--- src/rtl/stb_pkg.sv ---
package stb_pkg;

  // One 8-bit color or alpha channel.
  typedef logic [7:0] chan_t;

  // Configuration register indexes.
  typedef enum logic [1:0] {
    CFG_TINT_COLOR   = 2'd0,
    CFG_COLOR_SWAP   = 2'd1,
    CFG_REPLACE      = 2'd2,
    CFG_PREMULTIPLY  = 2'd3
  } cfg_idx_e;

  localparam logic [31:0] TINT_RESET = 32'hFFFF_FFFF;
  localparam logic [15:0] DIV_MUL    = 16'd32897;
  localparam int unsigned DIV_SHIFT  = 23;
  localparam logic [8:0]  CHAN_MAX   = 9'd255;

  // Divide by 255 as (x * 32897) >> 23; exact for x up to 255 * 255.
  function automatic chan_t div255(input logic [15:0] x);
    logic [31:0] prod;
    begin
      prod = 32'(x) * 32'(DIV_MUL);
      return prod[DIV_SHIFT+7:DIV_SHIFT];
    end
  endfunction

endpackage

--- src/rtl/stb_lane.sv ---
// One blend lane: two register stages from source, destination and alpha
// to the blended channel value.
module stb_lane import stb_pkg::*; (
  input  logic  clk_i,
  input  chan_t s_i,
  input  chan_t d_i,
  input  chan_t a_i,
  input  logic  premul_i,
  output chan_t res_o
);

  logic [15:0] prod_d, prod_q;
  chan_t       s_q;
  chan_t       inv;
  chan_t       quo;
  logic [8:0]  sum;
  chan_t       res_d, res_q;

  // First stage: the destination weight and the blend products, summed unless premultiplied.
  always_comb begin
    inv = 8'(CHAN_MAX) - a_i;
    if (premul_i) begin
      prod_d = 16'(d_i) * 16'(inv);
    end else begin
      prod_d = 16'(s_i) * 16'(a_i) + 16'(d_i) * 16'(inv);
    end
  end

  // Second stage: divide by 255, then add the source and clamp when premultiplied.
  always_comb begin
    quo = div255(prod_q);
    sum = 9'(s_q) + 9'(quo);
    if (premul_i) begin
      res_d = (sum > CHAN_MAX) ? 8'(CHAN_MAX) : sum[7:0];
    end else begin
      res_d = quo;
    end
  end

  always_ff @(posedge clk_i) begin
    prod_q <= prod_d;
    s_q    <= s_i;
    res_q  <= res_d;
  end

  assign res_o = res_q;

endmodule

--- src/rtl/sprite_tint_alpha_blend.sv ---
// Sprite tint and alpha blend, one RGBA8888 pixel per transfer, R in the low byte.
//
// Input channel: a transfer happens at a clock edge where start_i is high and
// busy_o is low. busy_o is always low, so a new pixel can be started every cycle.
// Each transfer carries the sprite texel, the destination pixel and a bounds flag.
//
// Output channel: done_o is high for exactly one cycle with out_pixel_o, and the
// result transfer happens at the edge that ends that cycle. Results leave in
// start order, one per transfer. The receiver cannot stall; nothing is held back.
//
// Throughput is one pixel per clock. The pixel passes six register stages:
// input capture, tint products, tint divide, blend products, blend divide and
// clamp, and output select.
//
// Configuration writes (cfg_we_i, cfg_idx_i, cfg_wdata_i) take effect at the
// next edge and must be done while no pixel is in flight. Reset empties the
// pipeline, sets the tint to all ones (tinting off) and clears the mode bits.
module sprite_tint_alpha_blend import stb_pkg::*; (
  input  logic        clk_i,
  input  logic        rst_ni,
  input  logic        start_i,
  output logic        busy_o,
  input  logic [31:0] source_texel_i,
  input  logic [31:0] dest_pixel_i,
  input  logic        in_bounds_i,
  output logic        done_o,
  output logic [31:0] out_pixel_o,
  input  logic        cfg_we_i,
  input  logic [1:0]  cfg_idx_i,
  input  logic [31:0] cfg_wdata_i
);

  localparam int unsigned STAGES = 6;

  // Configuration registers.
  logic [31:0] tint_q;
  logic        white_q, replace_q, premul_q;

  always_ff @(posedge clk_i or negedge rst_ni) begin
    if (!rst_ni) begin
      tint_q    <= TINT_RESET;
      white_q   <= 1'b0;
      replace_q <= 1'b0;
      premul_q  <= 1'b0;
    end else if (cfg_we_i) begin
      case (cfg_idx_e'(cfg_idx_i))
        CFG_TINT_COLOR:  tint_q    <= cfg_wdata_i;
        CFG_COLOR_SWAP:  white_q   <= cfg_wdata_i[0];
        CFG_REPLACE:     replace_q <= cfg_wdata_i[0];
        CFG_PREMULTIPLY: premul_q  <= cfg_wdata_i[0];
        default: ;
      endcase
    end
  end

  logic tint_en;
  assign tint_en = (tint_q != TINT_RESET);

  // Valid bits travel alongside the pixel data.
  logic [STAGES-1:0] vld_q;

  always_ff @(posedge clk_i or negedge rst_ni) begin
    if (!rst_ni) begin
      vld_q <= '0;
    end else begin
      vld_q <= {vld_q[STAGES-2:0], start_i};
    end
  end

  assign busy_o = 1'b0;
  assign done_o = vld_q[STAGES-1];

  // Stage 0: capture the pixel; an out-of-bounds texel reads as zero.
  chan_t       src0_q [4];
  logic [31:0] dst0_q;
  logic        act0_q;

  always_ff @(posedge clk_i) begin
    for (int c = 0; c < 4; c++) begin
      src0_q[c] <= in_bounds_i ? source_texel_i[8*c +: 8] : 8'd0;
    end
    dst0_q <= dest_pixel_i;
    act0_q <= in_bounds_i && (source_texel_i[31:24] != 8'd0);
  end

  // Stage 1: texel times tint, per channel.
  logic [15:0] tprod1_q [4];
  chan_t       src1_q [4];
  logic [31:0] dst1_q;
  logic        act1_q;

  always_ff @(posedge clk_i) begin
    for (int c = 0; c < 4; c++) begin
      tprod1_q[c] <= 16'(src0_q[c]) * 16'(tint_q[8*c +: 8]);
      src1_q[c]   <= src0_q[c];
    end
    dst1_q <= dst0_q;
    act1_q <= act0_q;
  end

  // Stage 2: tinted texel; white mask swaps in the tint colors for R, G and B while tinting is on.
  chan_t       tex2_d [4];
  chan_t       tex2_q [4];
  logic [31:0] dst2_q;
  logic        act2_q;

  always_comb begin
    for (int c = 0; c < 4; c++) begin
      if (!tint_en) begin
        tex2_d[c] = src1_q[c];
      end else if (white_q && c < 3) begin
        tex2_d[c] = tint_q[8*c +: 8];
      end else begin
        tex2_d[c] = div255(tprod1_q[c]);
      end
    end
  end

  always_ff @(posedge clk_i) begin
    tex2_q <= tex2_d;
    dst2_q <= dst1_q;
    act2_q <= act1_q;
  end

  // Stages 3 and 4: blend lanes; alpha always adds like a premultiplied color.
  chan_t blend4 [4];

  for (genvar c = 0; c < 4; c++) begin : g_lane
    stb_lane u_lane (
      .clk_i    (clk_i),
      .s_i      (tex2_q[c]),
      .d_i      (dst2_q[8*c +: 8]),
      .a_i      (tex2_q[3]),
      .premul_i ((c == 3) ? 1'b1 : premul_q),
      .res_o    (blend4[c])
    );
  end

  // Delay the tinted texel and the destination to line up with the lanes.
  chan_t       tex3_q [4];
  chan_t       tex4_q [4];
  logic [31:0] dst3_q, dst4_q;
  logic        act3_q, act4_q;

  always_ff @(posedge clk_i) begin
    tex3_q <= tex2_q;
    tex4_q <= tex3_q;
    dst3_q <= dst2_q;
    dst4_q <= dst3_q;
    act3_q <= act2_q && (replace_q || (tex2_q[3] != 8'd0));
    act4_q <= act3_q;
  end

  // Stage 5: choose copy, blend or the untouched destination.
  logic [31:0] out_d, out_q;

  always_comb begin
    out_d = dst4_q;
    if (act4_q) begin
      for (int c = 0; c < 4; c++) begin
        out_d[8*c +: 8] = replace_q ? tex4_q[c] : blend4[c];
      end
    end
  end

  always_ff @(posedge clk_i) begin
    out_q <= out_d;
  end

  assign out_pixel_o = out_q;

endmodule
--- config.mk ---
export PLATFORM = sky130hd
export DESIGN_NAME = sprite_tint_alpha_blend
export DESIGN_NICKNAME = d
export VERILOG_FILES = /design/src/rtl/stb_pkg.sv /design/src/rtl/stb_lane.sv /design/src/rtl/sprite_tint_alpha_blend.sv
export SDC_FILE = /design/constraint.sdc
export NUM_CORES = 2
export LEC_CHECK = 0
export BUFFER_PORTS_ARGS = -buffer_cell sky130_fd_sc_hd__buf_4
export CORE_ASPECT_RATIO = 2
export CORE_MARGIN = 1
export CORE_UTILIZATION = 65
export DETAILED_ROUTE_END_ITERATION = 8
export PLACE_DENSITY_LB_ADDON = 0.08
export RECOVER_POWER = 25
export SLEW_MARGIN = 25
export SYNTH_ARGS = -nofsm -noshare
export SYNTH_HDL_FRONTEND = slang
export SYNTH_SLANG_ARGS = --single-unit
--- constraint.sdc ---
create_clock -name clk_i -period 10.07 [get_ports clk_i]
set_input_delay 1.007 -clock clk_i [delete_from_list [all_inputs] [get_ports clk_i]]
set_output_delay 1.007 -clock clk_i [all_outputs]
set_load 0.01 [all_outputs]
==> impl_metrics.yaml <==
yosys:
  synth_top_flop_cell: "dfxtp_1"
  synth-edff-count: 0
  yosysTopAreaCell: "ha_1"
  yosysSeqAreaShare_pct: 24.0
  netlist_area_um2: 47600
  synth_cell_types: 82
  synthArstFlopShare_pct: 7.35
  netlist_top_cells_area: "ha_1, dfxtp_1, fa_1"
  synth_top_area_share_pct: 24.6
  synth_cells: 4806
  synth-seq-cells: 558
  avgSynthCellArea_um2: 9.90
  synth-warning-count: 0
routing:
  avgRoutedWirePerCell_um: 17.9
  wl_um: 105000
  vias_per_cell: 5.63
  ant_nets: 0
  via_count: 32968
  drc: 2
  drt_iter0_drc: 1315
  drt_pass1_iterations: 9
global_route:
  grt.total_usage_pct: 29.3
  grt_max_degree: 65
  antenna_found_initial: 0
  grt_pass1_wl_um: 173000
  overflow: 0
  first_global_vias: 35625
clocking:
  clockBufferDepth: 3
  holdBufCountCts: 0
  cts_tree: "built"
  root_buffer: "clkbuf_16"
  clk_pin_slew_ns: 0.07
  post-cts-setup-buffers: 0
  cts-htree-levels: 2
  clock-sinks: 558
  cts-buffers-inserted: 51
  cts_resized: 0
  clock_latency_ns: 0.67
placed_design:
  post-dp-hpwl_um: 85000
  port-buffer-count: 135
  place.gp.congestion: 0.906
min_path:
  hp-class: "input port to async pin"
status:
  violations: "DRC"
  status: "finished, violations left"
final_layout:
  final_common_cell: "ha_1"
  fillCellCount: 5714
  nNetsFinal: 6373
  syn_to_final_growth_pct: 7.65
  drive_gt1_share_pct: 7.60
  fin_util_pct: 70.6
  multi_input_area_um2: 33100
  diodes: 0
  final_cell_mix: "ha_1, inv_1, dfxtp_1"
  regArea_um2: 11400
timing:
  fin_crit_sh_pct: 79.0
  hold_violations: 0
  fin_skew_ns: 0.0539
  relSlewSlack_pct: 47.7
  slew_violations: 0
  fmaxAchievable_ghz: 0.126
  rsz0062_at_grt: "false"
  fin_setup_tns_ns: 0
  setup_violations: 0
  layout_min_cycle_time_ns: 7.96
  max_slew.worst_pin.slew_ns: 0.785
setup_path:
  r2r_slack_ns: 2.11
  crit_fanout: 34
  crit_type: "flop to flop"
  arrival_ns: 8.50
  setup.worst_path.end_class: "flop"
  cp.required_ns: 10.62
  worst_setup_path_start_kind: "flop"
die:
  die_h_um: 385
  dieArea_um2: 74300
  fp.dieW_um: 193
  core-area_um2: 72500
  rows: 140
  io_pins: 137
  start_util_pct: 65.6
run:
  cap_viol_max_count: 0
-- worst paths after layout --
check,start,to,cells past startpoint
max reg2reg,tex2_q[3],g_lane[2].u_lane.prod_q[15],27
min reg2reg,dst1_q[29],dst2_q[29],0
max,tex2_q[3],g_lane[2].u_lane.prod_q[15],27
max in group asynchronous,rst_ni,tint_q[8],1
min,rst_ni,vld_q[1],1
min in group clk_i,dst1_q[29],dst2_q[29],0
-- Yosys cell counts (4+ instances only) --
cell type and n:
a211o_1 4, a211oi_1 8, a21boi_1 11, a21o_1 59, a21oi_1 175, a21oi_2 7
a2bb2oi_1 10, a31oi_1 10, a41oi_1 7, and2_1 279, and3_1 21, buf_1 13
clkbuf_1 104, dfrtp_1 9, dfstp_2 32, dfxtp_1 517, fa_1 442, ha_1 934
inv_1 691, mux2_2 49, mux2i_1 44, nand2_1 308, nand2b_1 108, nand3_1 45
nand4_1 22, nor2_1 213, nor2b_1 178, nor3_1 45, nor4_1 10, o211ai_1 7
o21a_1 30, o21ai_0 70, o21ai_1 31, o21bai_1 4, o22ai_1 7, o311a_1 5
o31ai_1 5, o41a_1 4, o41ai_1 7, o41ai_2 5, or2_2 9, or3_1 11
xnor2_1 134, xor2_1 63
-- sequential cells by signal (all words and copies together) (netlist names), 6 cells and up --
signal and cells:
dst0_q 32, dst2_q 32, g_lane.u_lane.res_o 32, out_pixel_o 32
src1_q 32, tex2_q 32, dst1_q 32, src0_q 32
dst3_q 32, vld_q 6, g_lane.u_lane.s_q 32, dst4_q 32
g_lane.u_lane.prod_q 64, tex4_q 32, tprod1_q 64, tint_q 32
-- metrics by stage --
step / cells / worst slack, ns / hold WS (ns) / cell area (µm²)
2_1_floorplan: 4809 / 2.84 / 0.310 / 47600
3_3_place_gp: 5764 / 2.26 / 0.310 / 49400
3_5_place_dp: 5764 / 2.12 / 0.312 / 49400
4_1_cts: 5857 / 2.10 / 0.302 / 51200
5_1_grt: 5857 / 1.74 / 0.328 / 51200
6_report: 5857 / 2.11 / 0.308 / 51200
-- kinds of logic (layout without fill, tap and decap cells) --
group | Yosys count | count (layout) | share of synthesized area [%]
multiplexers | 94 | 94 | 2.12
AO/OA/AOI/OAI | 501 | 501 | 6.89
buffers and inverters | 816 | 941 | 6.45
flip-flops | 558 | 558 | 24.0
adder cells (fa/ha/maj) | 1376 | 1376 | 43.2
other | 1 | 4 | 0.00789
AND/OR/NAND/NOR | 1262 | 1262 | 13.7
XOR/XNOR | 198 | 198 | 3.66
-- layout make-up --
type | count | area share, %
Inverter | 696 | 5.10
Tap cell | 923 | 2.26
Clock inverter | 31 | 0.738
Multi-Input combinational cell | 3435 | 64.6
Timing Repair Buffer | 152 | 2.23
Clock buffer | 62 | 2.71
Sequential cell | 558 | 22.3
-- metal layers --
metal  wire, µm  GRT usage [%]  share of wire (%)
met5          0              0                  0
met4       5660           15.4                5.4
met3       3360           2.82                3.2
met2      57900           58.0                 55
met1      38000           30.1                 36
-- critical path, cell delays in order, from the launching register on --
cell and delay, ns:
dfxtp_2 0.65, buf_4 0.46, nand2b_1 0.19, fa_1 0.45, fa_1 0.54, inv_1 0.05
fa_1 0.48, inv_1 0.05, fa_1 0.47, inv_1 0.04, ha_1 0.32, xnor2_1 0.34
fa_1 0.48, fa_1 0.51, inv_1 0.05, fa_1 0.52, inv_1 0.05, fa_1 0.47
inv_1 0.04, ha_1 0.28, inv_1 0.09, a21oi_1 0.08, o41ai_2 0.29, o21ai_1 0.16
o41ai_1 0.36, xnor2_1 0.17, nor2_1 0.07, xnor2_1 0.16
Power is not shown: default switching activity piles up to over one toggle a cycle in this logic, so the estimate is an artifact.
